## src/rtl/itp_pkg.sv

```systemverilog
`default_nettype none

package itp_pkg;

  // token kinds on the input side
  localparam logic [3:0] CMD_NUMBER = 4'd0;
  localparam logic [3:0] CMD_NAME   = 4'd1;
  localparam logic [3:0] CMD_FUNC   = 4'd2;
  localparam logic [3:0] CMD_PLUS   = 4'd3;
  localparam logic [3:0] CMD_MINUS  = 4'd4;
  localparam logic [3:0] CMD_MUL    = 4'd5;
  localparam logic [3:0] CMD_DIV    = 4'd6;
  localparam logic [3:0] CMD_POW    = 4'd7;
  localparam logic [3:0] CMD_SQRT   = 4'd8;
  localparam logic [3:0] CMD_OPEN   = 4'd9;
  localparam logic [3:0] CMD_CLOSE  = 4'd10;
  localparam logic [3:0] CMD_END    = 4'd11;

  // result kinds beyond the shared codes
  localparam logic [3:0] KIND_UMINUS = 4'd9;
  localparam logic [3:0] KIND_END    = 4'd10;
  // open bracket as it sits on the stack
  localparam logic [3:0] KIND_OPEN   = 4'd11;

  // error codes
  localparam logic [1:0] ERR_NONE           = 2'd0;
  localparam logic [1:0] ERR_OVERFLOW       = 2'd1;
  localparam logic [1:0] ERR_UNMATCHED_CLOSE = 2'd2;
  localparam logic [1:0] ERR_UNMATCHED_OPEN  = 2'd3;

  // stack entry: function id in bit 4, kind in bits 3..0
  localparam int ENTRY_W = 5;
  localparam int STACK_DEPTH_DEF = 32;

  typedef struct packed {
    logic [3:0]  kind;
    logic [31:0] value;
    logic [1:0]  err;
    logic        last;
  } result_t;

  typedef enum logic [2:0] {
    ST_IDLE,
    ST_OPND,
    ST_OP_POP,
    ST_CLOSE_POP,
    ST_END_POP,
    ST_END_EMIT,
    ST_ERR
  } state_t;

  // operator priority, open bracket lowest
  function automatic logic [2:0] prio(input logic [3:0] kind);
    logic [2:0] p;
    case (kind)
      CMD_FUNC:               p = 3'd5;
      CMD_PLUS, CMD_MINUS:    p = 3'd1;
      CMD_MUL, CMD_DIV:       p = 3'd2;
      CMD_POW, CMD_SQRT:      p = 3'd3;
      KIND_UMINUS:            p = 3'd4;
      default:                p = 3'd0;
    endcase
    return p;
  endfunction

  // result built from a popped stack entry
  function automatic result_t entry_result(input logic [ENTRY_W-1:0] e);
    result_t r;
    r.kind  = e[3:0];
    r.value = (e[3:0] == CMD_FUNC) ? {31'd0, e[4]} : 32'd0;
    r.err   = ERR_NONE;
    r.last  = 1'b0;
    return r;
  endfunction

endpackage

`default_nettype wire

```

## src/rtl/itp_stack_ram.sv

```systemverilog
`default_nettype none

module itp_stack_ram
  import itp_pkg::*;
#(
  parameter int DEPTH = STACK_DEPTH_DEF,
  parameter int WIDTH = ENTRY_W
) (
  input  wire logic                     clk,
  input  wire logic                     wr_en,
  input  wire logic [$clog2(DEPTH)-1:0] wr_addr,
  input  wire logic [WIDTH-1:0]         wr_data,
  input  wire logic                     rd_en,
  input  wire logic [$clog2(DEPTH)-1:0] rd_addr,
  output logic      [WIDTH-1:0]         rd_data
);

  logic [WIDTH-1:0] mem [DEPTH];

  // write port
  always_ff @(posedge clk) begin
    if (wr_en) begin
      mem[wr_addr] <= wr_data;
    end
  end

  // registered read port
  always_ff @(posedge clk) begin
    if (rd_en) begin
      rd_data <= mem[rd_addr];
    end
  end

endmodule

`default_nettype wire

```

## src/rtl/itp_out_reg.sv

```systemverilog
`default_nettype none

module itp_out_reg
  import itp_pkg::*;
(
  input  wire logic        clk,
  input  wire logic        rst,
  input  wire logic        push,
  input  wire result_t     res,
  output logic             space,
  output logic             m_tvalid,
  input  wire logic        m_tready,
  output logic [31:0]      m_tdata,  // out_value
  output logic [5:0]       m_tuser,  // out_kind [3:0], error_code [5:4]
  output logic             m_tlast   // last_of_run
);

  logic    valid;
  result_t held;

  // room when empty or when the waiting result leaves this cycle
  assign space = !valid || m_tready;

  // valid flag
  always_ff @(posedge clk) begin
    if (rst) begin
      valid <= 1'b0;
    end else if (space) begin
      valid <= push;
    end
  end

  // payload
  always_ff @(posedge clk) begin
    if (space && push) begin
      held <= res;
    end
  end

  assign m_tvalid = valid;
  assign m_tdata  = held.value;
  assign m_tuser  = {held.err, held.kind};
  assign m_tlast  = held.last;

endmodule

`default_nettype wire

```

## src/rtl/infix_to_postfix_converter.sv

```systemverilog
`default_nettype none

// Infix to postfix token converter (shunting yard).
// Input channel s_*: one token per transfer, token kind on s_tuser, number
// value, name id or function id on s_tdata. Output channel m_*: postfix
// results, value on m_tdata, kind and error code on m_tuser, m_tlast on the
// end marker that closes an expression.
// Operators wait on a stack held in a synchronous RAM; the controller reads
// the top entry, decides, and pops one entry per cycle while the output has room.
// With a ready receiver, a number, a name, an unused code, an open
// bracket, or an operator pushed onto an empty stack is handled straight
// from idle. Any other operator first pops the entries that bind at least
// as tightly and is then pushed; a close bracket pops down to its open
// bracket and drops it; the end token pops the whole stack, then sends the
// end marker. Each pop is one RAM read on the single read port. An error
// is sent as an error result of its own.
// Results pass through one output register, so the next token is taken
// while a result still waits. When the receiver stalls, popping waits with
// the RAM read re-issued; s_tready is low until the current token is done.
// Reset (rst, synchronous) empties the stack, drops any waiting result and
// makes the next minus unary; no clearing pass over the RAM is needed.
module infix_to_postfix_converter
  import itp_pkg::*;
#(
  parameter int STACK_DEPTH = STACK_DEPTH_DEF
) (
  input  wire logic        clk,
  input  wire logic        rst,
  input  wire logic        s_tvalid,
  output logic             s_tready,
  input  wire logic [31:0] s_tdata,   // in_value
  input  wire logic [3:0]  s_tuser,   // cmd
  output logic             m_tvalid,
  input  wire logic        m_tready,
  output logic [31:0]      m_tdata,   // out_value
  output logic [5:0]       m_tuser,   // out_kind [3:0], error_code [5:4]
  output logic             m_tlast    // last_of_run
);

  localparam int AW = $clog2(STACK_DEPTH);
  localparam int CW = $clog2(STACK_DEPTH + 1);

  state_t       state, state_next;
  logic [CW-1:0] count, count_next;
  logic          opexp, opexp_next;
  logic [3:0]    tok_kind, tok_kind_next;
  logic [31:0]   tok_val, tok_val_next;
  logic [1:0]    err_code, err_code_next;
  logic          open_left, open_left_next;

  logic               rd_en, wr_en;
  logic [AW-1:0]      rd_addr, wr_addr;
  logic [ENTRY_W-1:0] wr_data, rd_data;
  logic               emit, space;
  result_t            res;

  logic [CW-1:0]      cnt_m1, cnt_m2;
  logic               is_full;
  logic [3:0]         in_kind;
  logic [ENTRY_W-1:0] in_entry, tok_entry;

  assign cnt_m1  = count - CW'(1);
  assign cnt_m2  = count - CW'(2);
  assign is_full = (count == CW'(STACK_DEPTH));

  // kind of an incoming operator, minus turns unary where an operand is due
  assign in_kind  = (s_tuser == CMD_MINUS && opexp) ? KIND_UMINUS : s_tuser;
  assign in_entry = {(in_kind == CMD_FUNC) & s_tdata[0], in_kind};
  assign tok_entry = {(tok_kind == CMD_FUNC) & tok_val[0], tok_kind};

  itp_stack_ram #(
    .DEPTH(STACK_DEPTH),
    .WIDTH(ENTRY_W)
  ) u_stack (
    .clk     (clk),
    .wr_en   (wr_en),
    .wr_addr (wr_addr),
    .wr_data (wr_data),
    .rd_en   (rd_en),
    .rd_addr (rd_addr),
    .rd_data (rd_data)
  );

  itp_out_reg u_out (
    .clk      (clk),
    .rst      (rst),
    .push     (emit),
    .res      (res),
    .space    (space),
    .m_tvalid (m_tvalid),
    .m_tready (m_tready),
    .m_tdata  (m_tdata),
    .m_tuser  (m_tuser),
    .m_tlast  (m_tlast)
  );

  // control registers
  always_ff @(posedge clk) begin
    if (rst) begin
      state     <= ST_IDLE;
      count     <= '0;
      opexp     <= 1'b1;
      open_left <= 1'b0;
    end else begin
      state     <= state_next;
      count     <= count_next;
      opexp     <= opexp_next;
      open_left <= open_left_next;
    end
  end

  // token registers
  always_ff @(posedge clk) begin
    tok_kind <= tok_kind_next;
    tok_val  <= tok_val_next;
    err_code <= err_code_next;
  end

  // next state, stack access and results
  always_comb begin
    state_next     = state;
    count_next     = count;
    opexp_next     = opexp;
    tok_kind_next  = tok_kind;
    tok_val_next   = tok_val;
    err_code_next  = err_code;
    open_left_next = open_left;
    s_tready       = 1'b0;
    rd_en          = 1'b0;
    rd_addr        = cnt_m1[AW-1:0];
    wr_en          = 1'b0;
    wr_addr        = count[AW-1:0];
    wr_data        = tok_entry;
    emit           = 1'b0;
    res            = entry_result(rd_data);

    case (state)
      ST_IDLE: begin
        s_tready = 1'b1;
        if (s_tvalid) begin
          tok_val_next = s_tdata;
          case (s_tuser) inside
            [CMD_NUMBER:CMD_NAME]: begin
              opexp_next    = 1'b0;
              tok_kind_next = s_tuser;
              res           = '{kind: s_tuser, value: s_tdata, err: ERR_NONE, last: 1'b0};
              if (space) begin
                emit = 1'b1;
              end else begin
                state_next = ST_OPND;
              end
            end
            [CMD_FUNC:CMD_SQRT]: begin
              opexp_next    = 1'b0;
              tok_kind_next = in_kind;
              if (count != '0) begin
                rd_en      = 1'b1;
                state_next = ST_OP_POP;
              end else begin
                wr_en      = 1'b1;
                wr_addr    = '0;
                wr_data    = in_entry;
                count_next = CW'(1);
              end
            end
            CMD_OPEN: begin
              opexp_next = 1'b1;
              if (!is_full) begin
                wr_en      = 1'b1;
                wr_data    = {1'b0, KIND_OPEN};
                count_next = count + CW'(1);
              end else begin
                err_code_next = ERR_OVERFLOW;
                state_next    = ST_ERR;
              end
            end
            CMD_CLOSE: begin
              opexp_next = 1'b0;
              if (count != '0) begin
                rd_en      = 1'b1;
                state_next = ST_CLOSE_POP;
              end else begin
                err_code_next = ERR_UNMATCHED_CLOSE;
                state_next    = ST_ERR;
              end
            end
            CMD_END: begin
              opexp_next     = 1'b1;
              open_left_next = 1'b0;
              if (count != '0) begin
                rd_en      = 1'b1;
                state_next = ST_END_POP;
              end else begin
                state_next = ST_END_EMIT;
              end
            end
            default: begin
            end
          endcase
        end
      end

      ST_OPND: begin
        res = '{kind: tok_kind, value: tok_val, err: ERR_NONE, last: 1'b0};
        if (space) begin
          emit       = 1'b1;
          state_next = ST_IDLE;
        end
      end

      // pop while the top binds at least as tightly, then push, or flag an overflow when full
      ST_OP_POP: begin
        if (prio(rd_data[3:0]) >= prio(tok_kind)) begin
          if (space) begin
            emit = 1'b1;
            if (count == CW'(1)) begin
              wr_en      = 1'b1;
              wr_addr    = '0;
              state_next = ST_IDLE;
            end else begin
              count_next = cnt_m1;
              rd_en      = 1'b1;
              rd_addr    = cnt_m2[AW-1:0];
            end
          end else begin
            rd_en = 1'b1;
          end
        end else if (!is_full) begin
          wr_en      = 1'b1;
          count_next = count + CW'(1);
          state_next = ST_IDLE;
        end else begin
          err_code_next = ERR_OVERFLOW;
          state_next    = ST_ERR;
        end
      end

      // pop down to the matching open bracket; an emptied stack flags an unmatched close
      ST_CLOSE_POP: begin
        if (rd_data[3:0] == KIND_OPEN) begin
          count_next = cnt_m1;
          state_next = ST_IDLE;
        end else if (space) begin
          emit       = 1'b1;
          count_next = cnt_m1;
          if (count == CW'(1)) begin
            err_code_next = ERR_UNMATCHED_CLOSE;
            state_next    = ST_ERR;
          end else begin
            rd_en   = 1'b1;
            rd_addr = cnt_m2[AW-1:0];
          end
        end else begin
          rd_en = 1'b1;
        end
      end

      // flush the whole stack, open brackets are dropped
      ST_END_POP: begin
        if (rd_data[3:0] == KIND_OPEN || space) begin
          if (rd_data[3:0] == KIND_OPEN) begin
            open_left_next = 1'b1;
          end else begin
            emit = 1'b1;
          end
          count_next = cnt_m1;
          if (count == CW'(1)) begin
            state_next = ST_END_EMIT;
          end else begin
            rd_en   = 1'b1;
            rd_addr = cnt_m2[AW-1:0];
          end
        end else begin
          rd_en = 1'b1;
        end
      end

      ST_END_EMIT: begin
        res = '{kind: KIND_END, value: 32'd0,
                err: open_left ? ERR_UNMATCHED_OPEN : ERR_NONE, last: 1'b1};
        if (space) begin
          emit       = 1'b1;
          state_next = ST_IDLE;
        end
      end

      ST_ERR: begin
        res = '{kind: CMD_NUMBER, value: 32'd0, err: err_code, last: 1'b0};
        if (space) begin
          emit       = 1'b1;
          state_next = ST_IDLE;
        end
      end

      default: begin
        state_next = ST_IDLE;
      end
    endcase
  end

  // stack fill never goes past the depth
  a_count_range: assert property (@(posedge clk) disable iff (rst)
    count <= CW'(STACK_DEPTH))
    else $error("stack count beyond depth");

  // pop states always have an entry to look at
  a_pop_nonempty: assert property (@(posedge clk) disable iff (rst)
    (state == ST_OP_POP || state == ST_CLOSE_POP || state == ST_END_POP)
    |-> count != '0)
    else $error("pop state with empty stack");

  // the end marker leaves an empty stack behind
  a_end_empty: assert property (@(posedge clk) disable iff (rst)
    (emit && space && res.last) |=> (count == '0 && opexp))
    else $error("stack not empty after end marker");

  // a result is only handed over when the output register has room
  a_emit_room: assert property (@(posedge clk) disable iff (rst)
    emit |-> space)
    else $error("result dropped on a stalled output");

  // reset leaves the controller idle with an empty stack
  a_reset_idle: assert property (@(posedge clk)
    rst |=> (state == ST_IDLE && count == '0 && !m_tvalid))
    else $error("controller not idle after reset");

endmodule

`default_nettype wire
```

## config.mk

```make
export PLATFORM = sky130hd
export DESIGN_NAME = infix_to_postfix_converter
export DESIGN_NICKNAME = d
export VERILOG_FILES = /design/src/rtl/itp_pkg.sv /design/src/rtl/itp_stack_ram.sv /design/src/rtl/itp_out_reg.sv /design/src/rtl/infix_to_postfix_converter.sv
export SDC_FILE = /design/constraint.sdc
export NUM_CORES = 1
export LEC_CHECK = 0
export CORE_MARGIN = 2
export CORE_UTILIZATION = 40
export CTS_BUF_LIST = sky130_fd_sc_hd__clkbuf_4 sky130_fd_sc_hd__clkbuf_8 sky130_fd_sc_hd__clkbuf_16
export CTS_CLUSTER_SIZE = 24
export DETAILED_ROUTE_END_ITERATION = 16
export DONT_BUFFER_PORTS = 1
export GPL_TIMING_DRIVEN = 0
export MAX_ROUTING_LAYER = met4
export SLEW_MARGIN = 5
export SYNTH_ARGS = -nofsm -noshare
export SYNTH_HDL_FRONTEND = slang
export SYNTH_SLANG_ARGS = --single-unit
```

## constraint.sdc

```tcl
create_clock -name clk -period 10.4 [get_ports clk]
set_clock_uncertainty 0.1 [all_clocks]
set_input_delay 1.56 -clock clk [delete_from_list [all_inputs] [get_ports clk]]
set_output_delay 1.56 -clock clk [all_outputs]
set_load 0.03 [all_outputs]
```

* Word level (Yosys, flattened, before mapping)
Memories as Yosys holds them, arrays and structs flattened. A register that Yosys moved wholly into a read port is not among the register bits.
Cells that the tools add are included.
** Operators by class
- Add/sub/neg operators :: 3
- Magnitude comparators :: 5
- Eq/ne operators :: 43
- Multiplexer cells :: 127
- Bitwise operators :: 2
- Reductions and logical operators :: 22
** Operator list (number)
- $pmux W39 S4 :: 1
- $mux W5 :: 19
- $mux W39 :: 2
- $mux W6 :: 12
- $mux W3 :: 22
- $mux W1 :: 46
- $ne A3 B3 Y1 const B :: 10
- $ne A2 B2 Y1 const B :: 13
- $mux W2 :: 12
- $pmux W6 S4 :: 1
- $reduce_and A9 Y1 :: 2
- $eq A4 B4 Y1 const B :: 4
- $mux W4 :: 4
- $pmux W3 S5 :: 1
- $pmux W5 S3 :: 1
- $eq A4 B2 Y1 const B :: 3
- $reduce_and A12 Y1 :: 1
- $pmux W5 S2 :: 1
- $reduce_and A10 Y1 :: 1
- $eq A3 B3 Y1 const B :: 3
- $add A6 B1 Y6 const B :: 1
- $eq A3 B2 Y1 const B :: 2
- $eq A6 B1 Y1 const B :: 1
- $eq A6 B6 Y1 const B :: 1
- other kinds (30) :: 38
** Storage, ports and cells
- Flip-flop bits (word level) :: 89
- Memory bits (writable) :: 160
- Memory bits (read-only) :: 96
- Input port bits :: 40
- Logic and storage cells :: 217
- Memories kept :: 3
** Memories
- u_stack.mem :: depth 32, bits a word 5, rd ports 1, clocked after memory_dff 1, wr ports 1, RTL line itp_stack_ram.sv:18 : logic [WIDTH-1:0] mem [DEPTH];
- (name not given) :: depth 16, bits a word 3, rd ports 1, clocked after memory_dff 0, wr ports 0, RTL line itp_pkg.sv:55 : case (kind)
- (name not given) :: depth 16, bits a word 3, rd ports 1, clocked after memory_dff 1, wr ports 0, RTL line itp_pkg.sv:55

* Depth between registers and ports, before layout
Gate-level depths: netlist of run 1.
- Depth after elaboration :: 10
- Depth in mapped cells :: 17

* Modules after synthesis
From an unflattened synthesis of run 1, not the netlist that was laid out.
** Second synthesis, totals
- Cells, all modules :: 719
- Area total of the unflattened synthesis :: 11383.4 um^2
** Modules (own cells, without submodules)
- itp_stack_ram :: times used 1, cells an instance 277, area each 6394.9 um^2, seq. area each 4954.8 um^2
- infix_to_postfix_converter :: times used 1, cells an instance 398, area each 3762.4 um^2, seq. area each 1421.4 um^2
- itp_out_reg :: times used 1, cells an instance 44, area each 1226.2 um^2, seq. area each 1191.1 um^2

* Least setup slack after synthesis of run 1
OpenSTA, ideal clock, no wires.
- Path type :: input port to flip-flop
- Start :: input port s_tuser[1]
- End :: register u_out.held (netlist bit u_out.m_tdata[0]), enable pin
- Setup time :: 0.461 ns
- Arrival time :: 4.761 ns
- Required time :: 9.839 ns
- Path slack :: 5.078 ns
- Stages on the path :: 7
- Buffers on the path :: 2
- Path through :: buf_2 or2_2 clkbuf_1 nor2_1 a311oi_1 a21o_1 a31oi_1
** Between the ends
- Word-level cells in the longest chain between the ends :: 6
- Elaborated cells on any way between the ends :: 7
- Those cells by class :: order compare (2); mux (3); reduce/logical (2)
** RTL lines
- start: declaration :: RTL line infix_to_postfix_converter.sv:32 : input wire logic [3:0] s_tuser,
- $ge A4 B1 Y1 (no source line) / $le A4 B1 Y1 (equally long branches)
- $logic_and A1 B1 Y1 (no source line) *
- $mux W1 * :: RTL line infix_to_postfix_converter.sv:142 : case (s_tuser) inside
- $mux W1 * :: RTL line infix_to_postfix_converter.sv:140 : if (s_tvalid) begin
- $pmux W1 S5 * :: RTL line infix_to_postfix_converter.sv:137 : case (state)
- $logic_and A1 B1 Y1 * :: RTL line itp_out_reg.sv:35 : if (space && push) begin
- end signal: assignment :: RTL line itp_out_reg.sv:36 : held <= res;
- end: declaration :: RTL line itp_out_reg.sv:19 : result_t held;
Mark *: on every way between the ends. The rest lies on a longest branch, timed or not.
A chain may end at the register's enable or synchronous reset.

* Worst setup path in the final report of run 1
- Start :: register u_stack.rd_data[1], read port of u_stack.mem
- End :: register u_stack.rd_data[1], read port of u_stack.mem (data pin)
** Between the ends
- Word-level cells in the longest chain between the ends :: 5
- Elaborated cells on any way between the ends :: 13
- Those cells by class :: order compare (1); eq/ne (1); mux (9); reduce/logical (1); memory (1)
** RTL lines
- start: declaration :: RTL line itp_stack_ram.sv:15 : output logic [WIDTH-1:0] rd_data
- $mem_v2 Z16 W3
- $mux W3 :: RTL line infix_to_postfix_converter.sv:137
- $ge A3 B3 Y1 :: RTL line infix_to_postfix_converter.sv:213 : if (prio(rd_data[3:0]) >= prio(tok_kind)) begin
- $mux W1 / $mux W5 (equally long branches) :: RTL line infix_to_postfix_converter.sv:213
- $pmux W1 S4 / $pmux W5 S3 (equally long branches) :: RTL line infix_to_postfix_converter.sv:137
Several ways; a longest one is shown, not always the timed one. The select of a mux whose other input is x is not followed.

==> results of run 1 <==
==> path summary, 6_finish.rpt <==
check,depth (start not counted),slack (ns),to
min,1,0.36,opexp$_SDFFE_PP1P_
max reg2reg,15,5.78,u_stack.rd_data[1]$_DFFE_PP_
max,15,5.78,u_stack.rd_data[1]$_DFFE_PP_
min reg2reg,1,0.36,opexp$_SDFFE_PP1P_
==> routing by layer <==
layer	vias up	wire, µm	global-route usage [%]	share of wire (%)
met5	-	0	-	0
met4	0	539	4.66	2.1
met3	38	1740	2.94	6.7
met2	259	12000	27.5	46
met1	3512	11700	24.3	45
li1	3352	-	-	-
==> logic make-up after synthesis <==
kind of cell,after synthesis
compound gates,190
xor+xnor,2
fa+ha+maj,19
buf+inv,72
flops,257
mux,57
simple gates,265
==> state kept, by name, summed over array words and instances, names as in the netlist, named ones only <==
register and flops:
count 6, u_out.m_tlast 1, u_stack.rd_data 5, state 3, opexp 1, err_code 2
u_stack.mem 160, open_left 1, tok_val 32, u_out.m_tvalid 1, tok_kind 4, u_out.m_tuser 6
u_out.m_tdata 32
==> synthesized netlist by cell type, types with 8 or more instances <==
library cell and instances:
sky130_fd_sc_hd__nor3_1 10, sky130_fd_sc_hd__edfxtp_1 242, sky130_fd_sc_hd__a22o_1 33, sky130_fd_sc_hd__nor2_1 76
sky130_fd_sc_hd__nand2_1 98, sky130_fd_sc_hd__mux2i_1 27, sky130_fd_sc_hd__ha_1 19, sky130_fd_sc_hd__dfxtp_1 15
sky130_fd_sc_hd__mux4_2 14, sky130_fd_sc_hd__nand3_1 15, sky130_fd_sc_hd__a21oi_1 48, sky130_fd_sc_hd__o21ai_0 26
sky130_fd_sc_hd__mux2_2 12, sky130_fd_sc_hd__buf_2 16, sky130_fd_sc_hd__nand2b_1 14, sky130_fd_sc_hd__and3_1 8
sky130_fd_sc_hd__clkbuf_1 23, sky130_fd_sc_hd__inv_1 22
==> per-stage QoR <==
step / area, µm² / setup WS, ns
after floorplan: 11500 / 5.08
after CTS: 13000 / 5.80
final: 13000 / 5.78
after global placement: 12000 / 2.57
after detailed placement: 12200 / 5.50
after global routing: 13000 / 5.54
==> area by class of cell <==
cell class	instances	area [µm²]
fillers	2606	15600
inverters	22	82.6
clock buffers	38	771
repair buffers	5	85.1
well taps	384	480
clock inverters	6	57.6
plain buffers	50	262
flip-flops and latches	257	7570
multi-input cells	533	3690
==> worst max-delay path, stage by stage, from the launching register on <==
cell,delay (ns)
sky130_fd_sc_hd__edfxtp_1,0.47
sky130_fd_sc_hd__inv_1,0.16
sky130_fd_sc_hd__ha_1,0.24
sky130_fd_sc_hd__mux2_2,0.27
sky130_fd_sc_hd__o21a_1,0.17
sky130_fd_sc_hd__ha_1,0.26
sky130_fd_sc_hd__nand2b_1,0.16
sky130_fd_sc_hd__a31oi_1,0.55
sky130_fd_sc_hd__nor4_2,0.15
sky130_fd_sc_hd__o211ai_2,0.27
sky130_fd_sc_hd__o21a_1,0.16
sky130_fd_sc_hd__o221ai_1,0.33
sky130_fd_sc_hd__nor2_1,0.52
sky130_fd_sc_hd__o211ai_1,0.20
sky130_fd_sc_hd__o21ai_1,0.26
sky130_fd_sc_hd__nor3_2,0.10
==> impl_results.rst, run 1 <==
.. list-table::
   :header-rows: 1

   * - Metric
     - Value
   * - Fin cells
     - approximately 1300
   * - Combinational family with the most area after synthesis
     - compound AO/OA/AOI/OAI gates
   * - Setup Viol. Count Final
     - 0
   * - Starting density of the core
     - about two fifths
   * - Most used DFF post-synth
     - sky130_fd_sc_hd__edfxtp_1
   * - Global placer's final weighted congestion
     - slightly below 0.9
   * - Maximum number of pins on one net before global-route repair
     - 33
   * - Synthesized area per cell
     - ~13 µm²
   * - Placed instance count
     - between 1000 and 1500
   * - Post-detail-place hpwl
     - between 15 and 20 mm
   * - Critical path fanouts, max
     - 7
   * - Number of distinct library cells after synthesis
     - 74
   * - Critical path class
     - reg2reg
   * - Proportion of layout cells with a drive suffix above 1
     - between 10% and 20%
   * - Register bit count reported by yosys
     - 257
   * - Final number of max-transition violations
     - 0
   * - Outcome
     - finished, final reports clean
   * - Clk_lat worst skew
     - about 0.53 ns
   * - Growth of design area from synthesis to finish
     - 12.6%
   * - Count of unresolved DRC violations after routing
     - 0
   * - Fraction of the yosys area taken by sequential cells
     - between 60% and 70%
   * - Final ANT Viol Nets
     - 0
   * - Critical path data arrival time
     - 4.79 ns
   * - DRC marker count from the first detailed-route iteration
     - a little under 700
   * - Overall die width
     - around 170 µm
   * - Startpoint of the most critical hold path
     - opexp$_SDFFE_PP1P_
   * - Fin util
     - a little under half
   * - Number of global-route vias before repair
     - about 6900
   * - Peak Freq
     - 216 MHz
   * - First-pass iteration count of the detailed router
     - 5
   * - Normalized max-slew margin
     - between 20% and 30%
   * - Setup crit end kind
     - register
   * - Deepest level of the CTS H-tree
     - 1
   * - WP data required
     - between 10 and 15 ns
   * - Leading cell type in the layout, fill and taps excluded
     - sky130_fd_sc_hd__edfxtp_1
   * - Setup repair after global routing missed its margin
     - false
   * - Setup Total Neg Slack
     - 0 ns
   * - Number of placement rows
     - 62
   * - Async SR Flop Fraction
     - 0%
   * - Post-CTS clock slew at the launch and capture registers of the worst setup and hold paths
     - approximately 0.060 ns
   * - Core region area
     - approximately 29000 µm²
   * - Post-cts resize count
     - 0
   * - CTS tree
     - built
   * - CTS max path bufs
     - 3
   * - Number of top-level design ports
     - 81
   * - Count of buffers inserted at the top-level ports
     - 0
   * - Share of the clock period used by the worst path
     - roughly 44%
   * - Cts-stage hold buffer count
     - 0
   * - DIE AREA
     - 30200 µm²
   * - Cells after Synth
     - around 860
   * - Diode count
     - 0
   * - Type of the most critical hold path
     - reg2reg
   * - Area leader, netlist
     - sky130_fd_sc_hd__edfxtp_1
   * - Share of cell area taken by muxes after synthesis
     - under 10%
   * - Number of max-capacitance violations reported
     - 0
   * - Synthesized-area fraction occupied by ao, oa, aoi and oai cells
     - a little under an eighth
   * - Measured slew at the worst slew-check pin
     - around 1.2 ns
   * - Top area cells in the synthesized netlist
     - sky130_fd_sc_hd__edfxtp_1, sky130_fd_sc_hd__nand2_1, sky130_fd_sc_hd__mux4_2, sky130_fd_sc_hd__dfxtp_1, sky130_fd_sc_hd__a22o_1
   * - Shortest period the worst path allows
     - ~4.6 ns
   * - Startpoint of the worst register-to-register path
     - u_stack.rd_data[1]$_DFFE_PP_
   * - Wire length of the first global-routing pass
     - 40.3 mm
   * - Synthesized-area fraction occupied by adder cells
     - 2.06%
   * - Synth Area in XOR/XNOR
     - less than 1%
   * - Count of warnings emitted by yosys
     - 0
   * - Launch point of the critical path
     - u_stack.rd_data[1]$_DFFE_PP_
   * - Post-DR wirelength/cell
     - between 20 and 25 µm
   * - Netlist area before placement
     - approximately 12000 µm²
   * - Category of the worst setup path launch point
     - register
   * - Final Hold Viols
     - 0
   * - Simple-gate area share of the yosys netlist
     - approximately 11%
   * - Final global-route overflow total
     - 0
   * - All-Layer GR Usage
     - between 15 and 20%
   * - Total nets after synthesis
     - 921
   * - EDFF count, synth
     - 242
   * - NumNets Final
     - approximately 960
   * - Most used cells in the layout excluding fill and tap cells
     - sky130_fd_sc_hd__edfxtp_1, sky130_fd_sc_hd__nand2_1, sky130_fd_sc_hd__nor2_1
   * - Routed via count divided by cell count
     - approximately 5.5
   * - Vias after detailed routing
     - 7161
   * - Clock Tree Root
     - sky130_fd_sc_hd__clkbuf_16
   * - Antenna violations before repair
     - 0
   * - Clock buffer count from CTS
     - 27
   * - Final routed wirelength across all metal layers
     - 26.0 mm
   * - Number of setup buffers added after CTS
     - 0
   * - Area share of the leading cell type in the synthesized netlist
     - a little over three fifths
   * - Final hold slack
     - between 0.3 and 0.4 ns
   * - Clk sink count
     - approximately 260
   * - Die H
     - between 150 and 200 µm
Power of run 1 is not shown: default switching activity piles up to over one toggle a cycle in this logic, so the estimate is an artifact.
==> inputs of run 2 (changes only) <==
--- a/config.mk
+++ b/config.mk
@@ -5,6 +5,7 @@
 export SDC_FILE = /design/constraint.sdc
 export NUM_CORES = 1
 export LEC_CHECK = 0
+export ABC_AREA = 1
 export CORE_MARGIN = 2
 export CORE_UTILIZATION = 40
 export CTS_BUF_LIST = sky130_fd_sc_hd__clkbuf_4 sky130_fd_sc_hd__clkbuf_8 sky130_fd_sc_hd__clkbuf_16
==> constraint.sdc (replaced) <==
create_clock -name clk -period 3.95 [get_ports clk]
set_clock_uncertainty 0.1 [all_clocks]
set_input_delay 0.5925 -clock clk [delete_from_list [all_inputs] [get_ports clk]]
set_output_delay 0.5925 -clock clk [all_outputs]
set_load 0.03 [all_outputs]
==> run 2 against run 1 <==
Hold slack got worse by 0.31 ns. Wire length up 13%. Sequential share of layout area shrank 4.1 points. First-iteration DRC count shrank 12%. Synthesized cell count grew 37%. Critical path depth is the same. Die area rose by 5.9%. Flip-flop and latch count did not move. Global-route usage up 1.6 points. Final cell count is 26% higher. Register-to-register slack worse by 5.6 ns.
==> impl_results.rst, run 2 <==
.. list-table::
   :header-rows: 1

   * - Metric
     - Value
   * - Setup crit end kind
     - register
   * - Final hold slack
     - roughly 0.049 ns
   * - EDFF count, synth
     - 242
   * - Count of unresolved DRC violations after routing
     - 0
   * - Min setup slack post-route
     - 0.179 ns
   * - Simple-gate area share of the yosys netlist
     - 20.7%
   * - Post-DR wirelength/cell
     - around 18 µm
   * - Final ANT Viol Nets
     - 0
   * - Proportion of layout cells with a drive suffix above 1
     - approximately an eighth
   * - CTS tree
     - built
   * - Number of global-route vias before repair
     - approximately 8100
   * - Pwr Density
     - approximately 930 nW/µm²
   * - Post-CTS clock slew at the launch and capture registers of the worst setup and hold paths
     - 0.07 ns
   * - Clock buffer count from CTS
     - 28
   * - Number of flip-flops under the largest register name
     - 160
   * - Setup Viol. Count Final
     - 0
   * - Fin util
     - between 40% and 50%
   * - Number of top-level design ports
     - a little over 80
   * - Register bit count reported by yosys
     - roughly 260
   * - Measured slew at the worst slew-check pin
     - around 0.9 ns
   * - Synthesized area per cell
     - between 10 and 15 µm²
   * - Combinational group share of total power
     - 44.5%
   * - # fillers
     - around 2800
   * - Critical path data arrival time
     - roughly 3.9 ns
   * - Wire length of the first global-routing pass
     - about 46 mm
   * - Netlist area before placement
     - 12200 µm²
   * - DIE AREA
     - ~32000 µm²
   * - Clk sink count
     - approximately 260
   * - Number of max-capacitance violations reported
     - 0
   * - Starting density of the core
     - between 40% and 50%
   * - First-pass iteration count of the detailed router
     - 7
   * - Maximum number of pins on one net before global-route repair
     - 40
   * - Most used cells in the layout excluding fill and tap cells
     - sky130_fd_sc_hd__edfxtp_1, sky130_fd_sc_hd__nand3_1, sky130_fd_sc_hd__nand2_1
   * - Final Cell Area
     - 14000 µm²
   * - Fin cells
     - approximately 1600
   * - Leading cell type by number of instances after synthesis
     - sky130_fd_sc_hd__edfxtp_1
   * - Setup Total Neg Slack
     - 0 ns
   * - Cells after Synth
     - 1178
   * - Critical path fanouts, max
     - 8
   * - Leading cell type in the layout, fill and taps excluded
     - sky130_fd_sc_hd__edfxtp_1
   * - Cell-internal power
     - just over 7 mW
   * - Net Sw Frac
     - between 40% and 50%
   * - Outcome
     - finished, final reports clean
   * - Place WS
     - -0.500 ns
   * - Clk_lat worst skew
     - between 0.5 and 0.6 ns
   * - Synthesized-area fraction occupied by ao, oa, aoi and oai cells
     - 6.94%
   * - Cell types with the highest counts after synthesis
     - sky130_fd_sc_hd__edfxtp_1, sky130_fd_sc_hd__nand3_1, sky130_fd_sc_hd__nand2_1
   * - Post-detail-place hpwl
     - roughly 21 mm
   * - Count of buffers inserted at the top-level ports
     - 0
   * - Synthesized-area fraction occupied by adder cells
     - under 10%
   * - Diode count
     - 0
   * - Core region area
     - 30300 µm²
   * - Category of the worst setup path launch point
     - register
   * - Max VDD drop
     - ~0.49 mV
   * - Overall die width
     - approximately 180 µm
   * - Count of warnings emitted by yosys
     - 0
   * - Part of the power in the clock network
     - roughly 22%
   * - Placed instance count
     - between 1500 and 2000
   * - Final number of max-transition violations
     - 0
   * - Growth of design area from synthesis to finish
     - 14.3%
   * - Die H
     - 179 µm
   * - Synth Area in XOR/XNOR
     - 0.429%
   * - Combinational family with the most area after synthesis
     - simple AND/OR/NAND/NOR gates
   * - Async SR Flop Fraction
     - 0%
   * - Routed via count divided by cell count
     - between 5 and 6
   * - Fraction of the yosys area taken by sequential cells
     - between 60% and 70%
   * - Normalized max-slew margin
     - 40.5%
   * - Share of cell area taken by muxes after synthesis
     - 0%
   * - All-Layer GR Usage
     - about 19%
   * - Clock Tree Root
     - sky130_fd_sc_hd__clkbuf_16
   * - Global placer's final weighted congestion
     - between 0.9 and 1
   * - Top area cells in the synthesized netlist
     - sky130_fd_sc_hd__edfxtp_1, sky130_fd_sc_hd__nand3_1, sky130_fd_sc_hd__nand2_1, sky130_fd_sc_hd__inv_1, sky130_fd_sc_hd__nand3b_1
   * - Peak Freq
     - 265 MHz
   * - Static Leak
     - 5.59 nW
   * - DRC marker count from the first detailed-route iteration
     - 608
   * - Shortest period the worst path allows
     - around 3.8 ns
   * - Setup repair after global routing missed its margin
     - true
   * - NumNets Final
     - between 1000 and 1500
   * - Area share of the leading cell type in the synthesized netlist
     - roughly 60%
   * - Cts-stage hold buffer count
     - 0
   * - Net switching power
     - approximately 5.7 mW
   * - Total Power
     - 13.0 mW
   * - Area leader, netlist
     - sky130_fd_sc_hd__edfxtp_1
   * - Most used DFF post-synth
     - sky130_fd_sc_hd__edfxtp_1
   * - Final routed wirelength across all metal layers
     - slightly below 30 mm
   * - CTS max path bufs
     - 3
   * - Number of placement rows
     - 64
   * - DP Area
     - around 13000 µm²
   * - Share of the clock period used by the worst path
     - approximately 95%
   * - Vias after detailed routing
     - between 8000 and 9000
   * - Number of distinct library cells after synthesis
     - between 40 and 50
   * - Antenna violations before repair
     - 0
   * - Reg with most FFs
     - u_stack.mem
   * - Deepest level of the CTS H-tree
     - 1
   * - Final global-route overflow total
     - 0
   * - Final Hold Viols
     - 0
   * - Critical path class
     - reg2reg
   * - WP data required
     - slightly above 4 ns
   * - Total nets after synthesis
     - 1237
   * - Share of power burned in registers
     - 33.8%
   * - Type of the most critical hold path
     - in2reg
==> run 2: cell count changes after synthesis, moves of 10 or more <==
cell,before,now
sky130_fd_sc_hd__inv_2,0,14
sky130_fd_sc_hd__mux2i_1,27,0
sky130_fd_sc_hd__mux4_2,14,0
sky130_fd_sc_hd__nand2_1,98,181
sky130_fd_sc_hd__clkbuf_1,23,13
sky130_fd_sc_hd__inv_1,22,176
sky130_fd_sc_hd__nand3_1,15,193
sky130_fd_sc_hd__nand2b_1,14,0
sky130_fd_sc_hd__mux2_2,12,0
sky130_fd_sc_hd__a21oi_1,48,20
sky130_fd_sc_hd__nand3b_1,4,50
==> run 2: cell families (layout without fill, tap and decap cells) <==
kind of cell    count (synthesis)  after routing
fa+ha+maj                      19             19
simple gates                  529            530
buf+inv                       241            300
xor+xnor                        6              6
flops                         257            257
compound gates                126            126
==> run 2: power by group through the flow <==
stage	combinational [mW]	sequential, mW	clock [mW]
after floorplan	3.94	4.39	0
after global placement	5.49	4.47	0
after detailed placement	5.66	4.45	0
after CTS	5.71	4.39	2.86
after global routing	6.38	4.45	2.98
final	5.77	4.39	2.82
==> run 2: final timing paths <==
path	start	endpoint	slack [ns]	cells after the start
max	u_stack.rd_data[1]$_DFFE_PP_	u_stack.mem[7][4]$_DFFE_PP_	0.18	15
min	s_tdata[0]	tok_val[0]$_DFFE_PP_	0.05	0
max reg2reg	u_stack.rd_data[1]$_DFFE_PP_	u_stack.mem[7][4]$_DFFE_PP_	0.18	15
min reg2reg	opexp$_SDFFE_PP1P_	opexp$_SDFFE_PP1P_	0.39	2
==> run 2: what timing repair did <==
action	CTS	global route
gates resized for setup	2	9
setup buffers	0	2
gates cloned	1	0
pin swaps	1	1
setup endpoints to repair	224	155
==> run 2: final cells by class <==
| type | instances | area (µm²) | area share [%] |
|---|---|---|---|
| multi-input cells | 681 | 3780 | 27.0 |
| repair buffers | 7 | 145 | 1.04 |
| clock inverters | 22 | 280 | 2.00 |
| inverters | 192 | 721 | 5.15 |
| plain buffers | 49 | 273 | 1.95 |
| flip-flops and latches | 257 | 7570 | 54.1 |
| well taps | 396 | 495 | 3.54 |
| clock buffers | 30 | 733 | 5.24 |
==> run 2: critical path: stages, from the launching register on <==
cell                       delay, ns
sky130_fd_sc_hd__edfxtp_1       0.42
sky130_fd_sc_hd__inv_1          0.18
sky130_fd_sc_hd__ha_1           0.26
sky130_fd_sc_hd__nor2_1         0.09
sky130_fd_sc_hd__o21ai_0        0.10
sky130_fd_sc_hd__ha_1           0.28
sky130_fd_sc_hd__nand3_1        0.07
sky130_fd_sc_hd__nand3_1        0.24
sky130_fd_sc_hd__inv_1          0.10
sky130_fd_sc_hd__o21ai_0        0.15
sky130_fd_sc_hd__o311ai_0       0.16
sky130_fd_sc_hd__nand3_1        0.09
sky130_fd_sc_hd__o21ai_0        0.18
sky130_fd_sc_hd__inv_1          0.12
sky130_fd_sc_hd__nand2_1        0.35
sky130_fd_sc_hd__nor2_1         0.49
==> run 2: metal layers <==
metal  part of all wire [%]  vias up  GRT usage [%]
li1                       -     4137              -
met1                     44     3950           24.7
met2                     46      272           31.8
met3                    6.9       50           3.22
met4                    2.7        0           5.56
met5                      0        -              -
(Power assumes the default switching activity.)
==> inputs of run 3 (changes only) <==
--- a/config.mk
+++ b/config.mk
@@ -6,14 +6,15 @@
 export NUM_CORES = 1
 export LEC_CHECK = 0
 export ABC_AREA = 1
+export BUFFER_PORTS_ARGS = -buffer_cell sky130_fd_sc_hd__buf_4
 export CORE_MARGIN = 2
-export CORE_UTILIZATION = 40
+export CORE_UTILIZATION = 55
 export CTS_BUF_LIST = sky130_fd_sc_hd__clkbuf_4 sky130_fd_sc_hd__clkbuf_8 sky130_fd_sc_hd__clkbuf_16
 export CTS_CLUSTER_SIZE = 24
 export DETAILED_ROUTE_END_ITERATION = 16
-export DONT_BUFFER_PORTS = 1
 export GPL_TIMING_DRIVEN = 0
 export MAX_ROUTING_LAYER = met4
+export PLACE_DENSITY = 0.76
 export SLEW_MARGIN = 5
 export SYNTH_ARGS = -nofsm -noshare
 export SYNTH_HDL_FRONTEND = slang
==> run 3 against run 2 <==
Maximum frequency grew 2.4%. Via count up 6.8%. Critical path depth shrank 2. First-iteration DRC count increased by 25%. Count of clock-buffer cells in the layout increased by 4. Die area down 27%. Setup slack improved by 0.089 ns.
==> impl_results.rst, run 3 (same netlist as run 2, synthesis figures left out) <==
.. list-table::
   :header-rows: 1

   * - Metric
     - Value
   * - Total Power
     - 13.0 mW
   * - CTS max path bufs
     - 3
   * - Critical path data arrival time
     - 3.75 ns
   * - Outcome
     - finished, final reports clean
   * - Antenna violations before repair
     - 0
   * - Clk sink count
     - 257
   * - Routed via count divided by cell count
     - around 5.6
   * - CTS tree
     - built
   * - Overall die width
     - between 150 and 200 µm
   * - # fillers
     - about 1700
   * - Number of global-route vias before repair
     - 8757
   * - Number of max-capacitance violations reported
     - 0
   * - All-Layer GR Usage
     - around 26%
   * - Number of placement rows
     - 54
   * - Clk_lat worst skew
     - 0.53 ns
   * - Fin cells
     - about 1600
   * - Critical path class
     - reg2reg
   * - Place WS
     - -0.208 ns
   * - Number of top-level design ports
     - 81
   * - NumNets Final
     - between 1000 and 1500
   * - Setup crit end kind
     - register
   * - Core region area
     - between 20000 and 25000 µm²
   * - Deepest level of the CTS H-tree
     - 1
   * - Final ANT Viol Nets
     - 0
   * - First-pass iteration count of the detailed router
     - 5
   * - Max VDD drop
     - 0.543 mV
   * - Peak Freq
     - 272 MHz
   * - Number of setup buffers added after CTS
     - 0
   * - Vias after detailed routing
     - around 9000
   * - Final number of max-transition violations
     - 0
   * - Final global-route overflow total
     - 0
   * - DIE AREA
     - 23500 µm²
   * - Final Hold Viols
     - 0
   * - Shortest period the worst path allows
     - 3.68 ns
   * - Normalized max-slew margin
     - 41.1%
   * - Number of flip-flops under the largest register name
     - 160
   * - Category of the worst setup path launch point
     - register
   * - Min setup slack post-route
     - about 0.27 ns
   * - Setup Viol. Count Final
     - 0
   * - Reg with most FFs
     - u_stack.mem
   * - Global placer's final weighted congestion
     - 0.947
   * - Clock buffer count from CTS
     - 26
   * - Growth of design area from synthesis to finish
     - 17.1%
   * - Count of buffers inserted at the top-level ports
     - 79
   * - Cts-stage hold buffer count
     - 0
   * - Placed instance count
     - 1543
   * - Die H
     - approximately 150 µm
   * - Leading cell type in the layout, fill and taps excluded
     - sky130_fd_sc_hd__edfxtp_1
   * - Pwr Density
     - just over 900 nW/µm²
   * - Post-DR wirelength/cell
     - roughly 19 µm
   * - Static Leak
     - 5.91 nW
   * - Share of the clock period used by the worst path
     - between 90% and 100%
   * - Diode count
     - 0
   * - Measured slew at the worst slew-check pin
     - 0.883 ns
   * - Final hold slack
     - about 0.15 ns
   * - Proportion of layout cells with a drive suffix above 1
     - between 15 and 20%
   * - Post-detail-place hpwl
     - ~21 mm
   * - Count of unresolved DRC violations after routing
     - 0
   * - Final routed wirelength across all metal layers
     - 29.6 mm
   * - Clock Tree Root
     - sky130_fd_sc_hd__clkbuf_16
   * - DRC marker count from the first detailed-route iteration
     - approximately 760
   * - Starting density of the core
     - 56.1%
   * - WP data required
     - between 4 and 5 ns
   * - Wire length of the first global-routing pass
     - about 47 mm
   * - Most used cells in the layout excluding fill and tap cells
     - sky130_fd_sc_hd__edfxtp_1, sky130_fd_sc_hd__nand3_1, sky130_fd_sc_hd__nand2_1
   * - Maximum number of pins on one net before global-route repair
     - 40
   * - Type of the most critical hold path
     - in2reg
   * - Post-CTS clock slew at the launch and capture registers of the worst setup and hold paths
     - around 0.060 ns
   * - Critical path fanouts, max
     - 8
## run 3: through the flow
step                util [%]  TNS (ns)  area (µm²)
floorplan                  -         0       12200
global placement        60.4   -305.46       13200
detailed placement      61.3     -9.05       13400
CTS                     65.4         0       14300
global route            65.7     -1.86       14300
finish                  65.7         0       14300
## run 3: worst max-delay path, cell delays in order, from the launching register on
cell	delay, ns
sky130_fd_sc_hd__edfxtp_1	0.43
sky130_fd_sc_hd__inv_1	0.19
sky130_fd_sc_hd__ha_1	0.26
sky130_fd_sc_hd__nor2_1	0.10
sky130_fd_sc_hd__o21ai_0	0.09
sky130_fd_sc_hd__ha_1	0.28
sky130_fd_sc_hd__nand3_1	0.07
sky130_fd_sc_hd__nand3_1	0.21
sky130_fd_sc_hd__inv_1	0.10
sky130_fd_sc_hd__o311ai_0	0.28
sky130_fd_sc_hd__nand3_1	0.10
sky130_fd_sc_hd__o21ai_0	0.27
sky130_fd_sc_hd__nand2_2	0.38
sky130_fd_sc_hd__nor2_1	0.47
## run 3: timing repair
action                     CTS  global route
pin swaps                    1             0
gates resized for setup      0            25
setup endpoints to repair  160           161
cloned                       1             0
## run 3: cell type report
type                    count  area [µm²]  share of cell area [%]
inverters                 192         721                    5.03
flip-flops and latches    257        7570                    52.8
repair buffers             85         722                    5.04
multi-input cells         681        3810                    26.6
clock buffers              34         741                    5.17
well taps                 280         350                    2.44
clock inverters            14         146                    1.02
plain buffers              49         273                    1.90
## run 3: path summary, 6_finish.rpt
kind / start / endpoint / slack, ns / cells after the start
worst min register to register: opexp$_SDFFE_PP1P_ / opexp$_SDFFE_PP1P_ / 0.39 / 2
worst max register to register: u_stack.rd_data[1]$_DFFE_PP_ / u_stack.mem[28][4]$_DFFE_PP_ / 0.27 / 13
worst min-delay path: s_tdata[30] / tok_val[30]$_DFFE_PP_ / 0.15 / 1
worst max-delay path: u_stack.rd_data[1]$_DFFE_PP_ / u_stack.mem[28][4]$_DFFE_PP_ / 0.27 / 13
## run 3: power by group
part	internal (mW)	switching (mW)	leakage (nW)	total, mW
Combinational	2.03	4.53	3.12	6.57
Clock	1.52	1.01	0.444	2.52
Sequential	3.75	0.165	2.35	3.92
Total	7.30	5.71	5.91	13.0
## run 3: metal layers
layer	up-vias	part of all wire (%)	track usage (%)
met1	4230	41	33.5
met5	-	0	-
li1	4287	-	-
met2	398	48	42.5
met4	0	2.4	7.14
met3	63	8.3	4.65
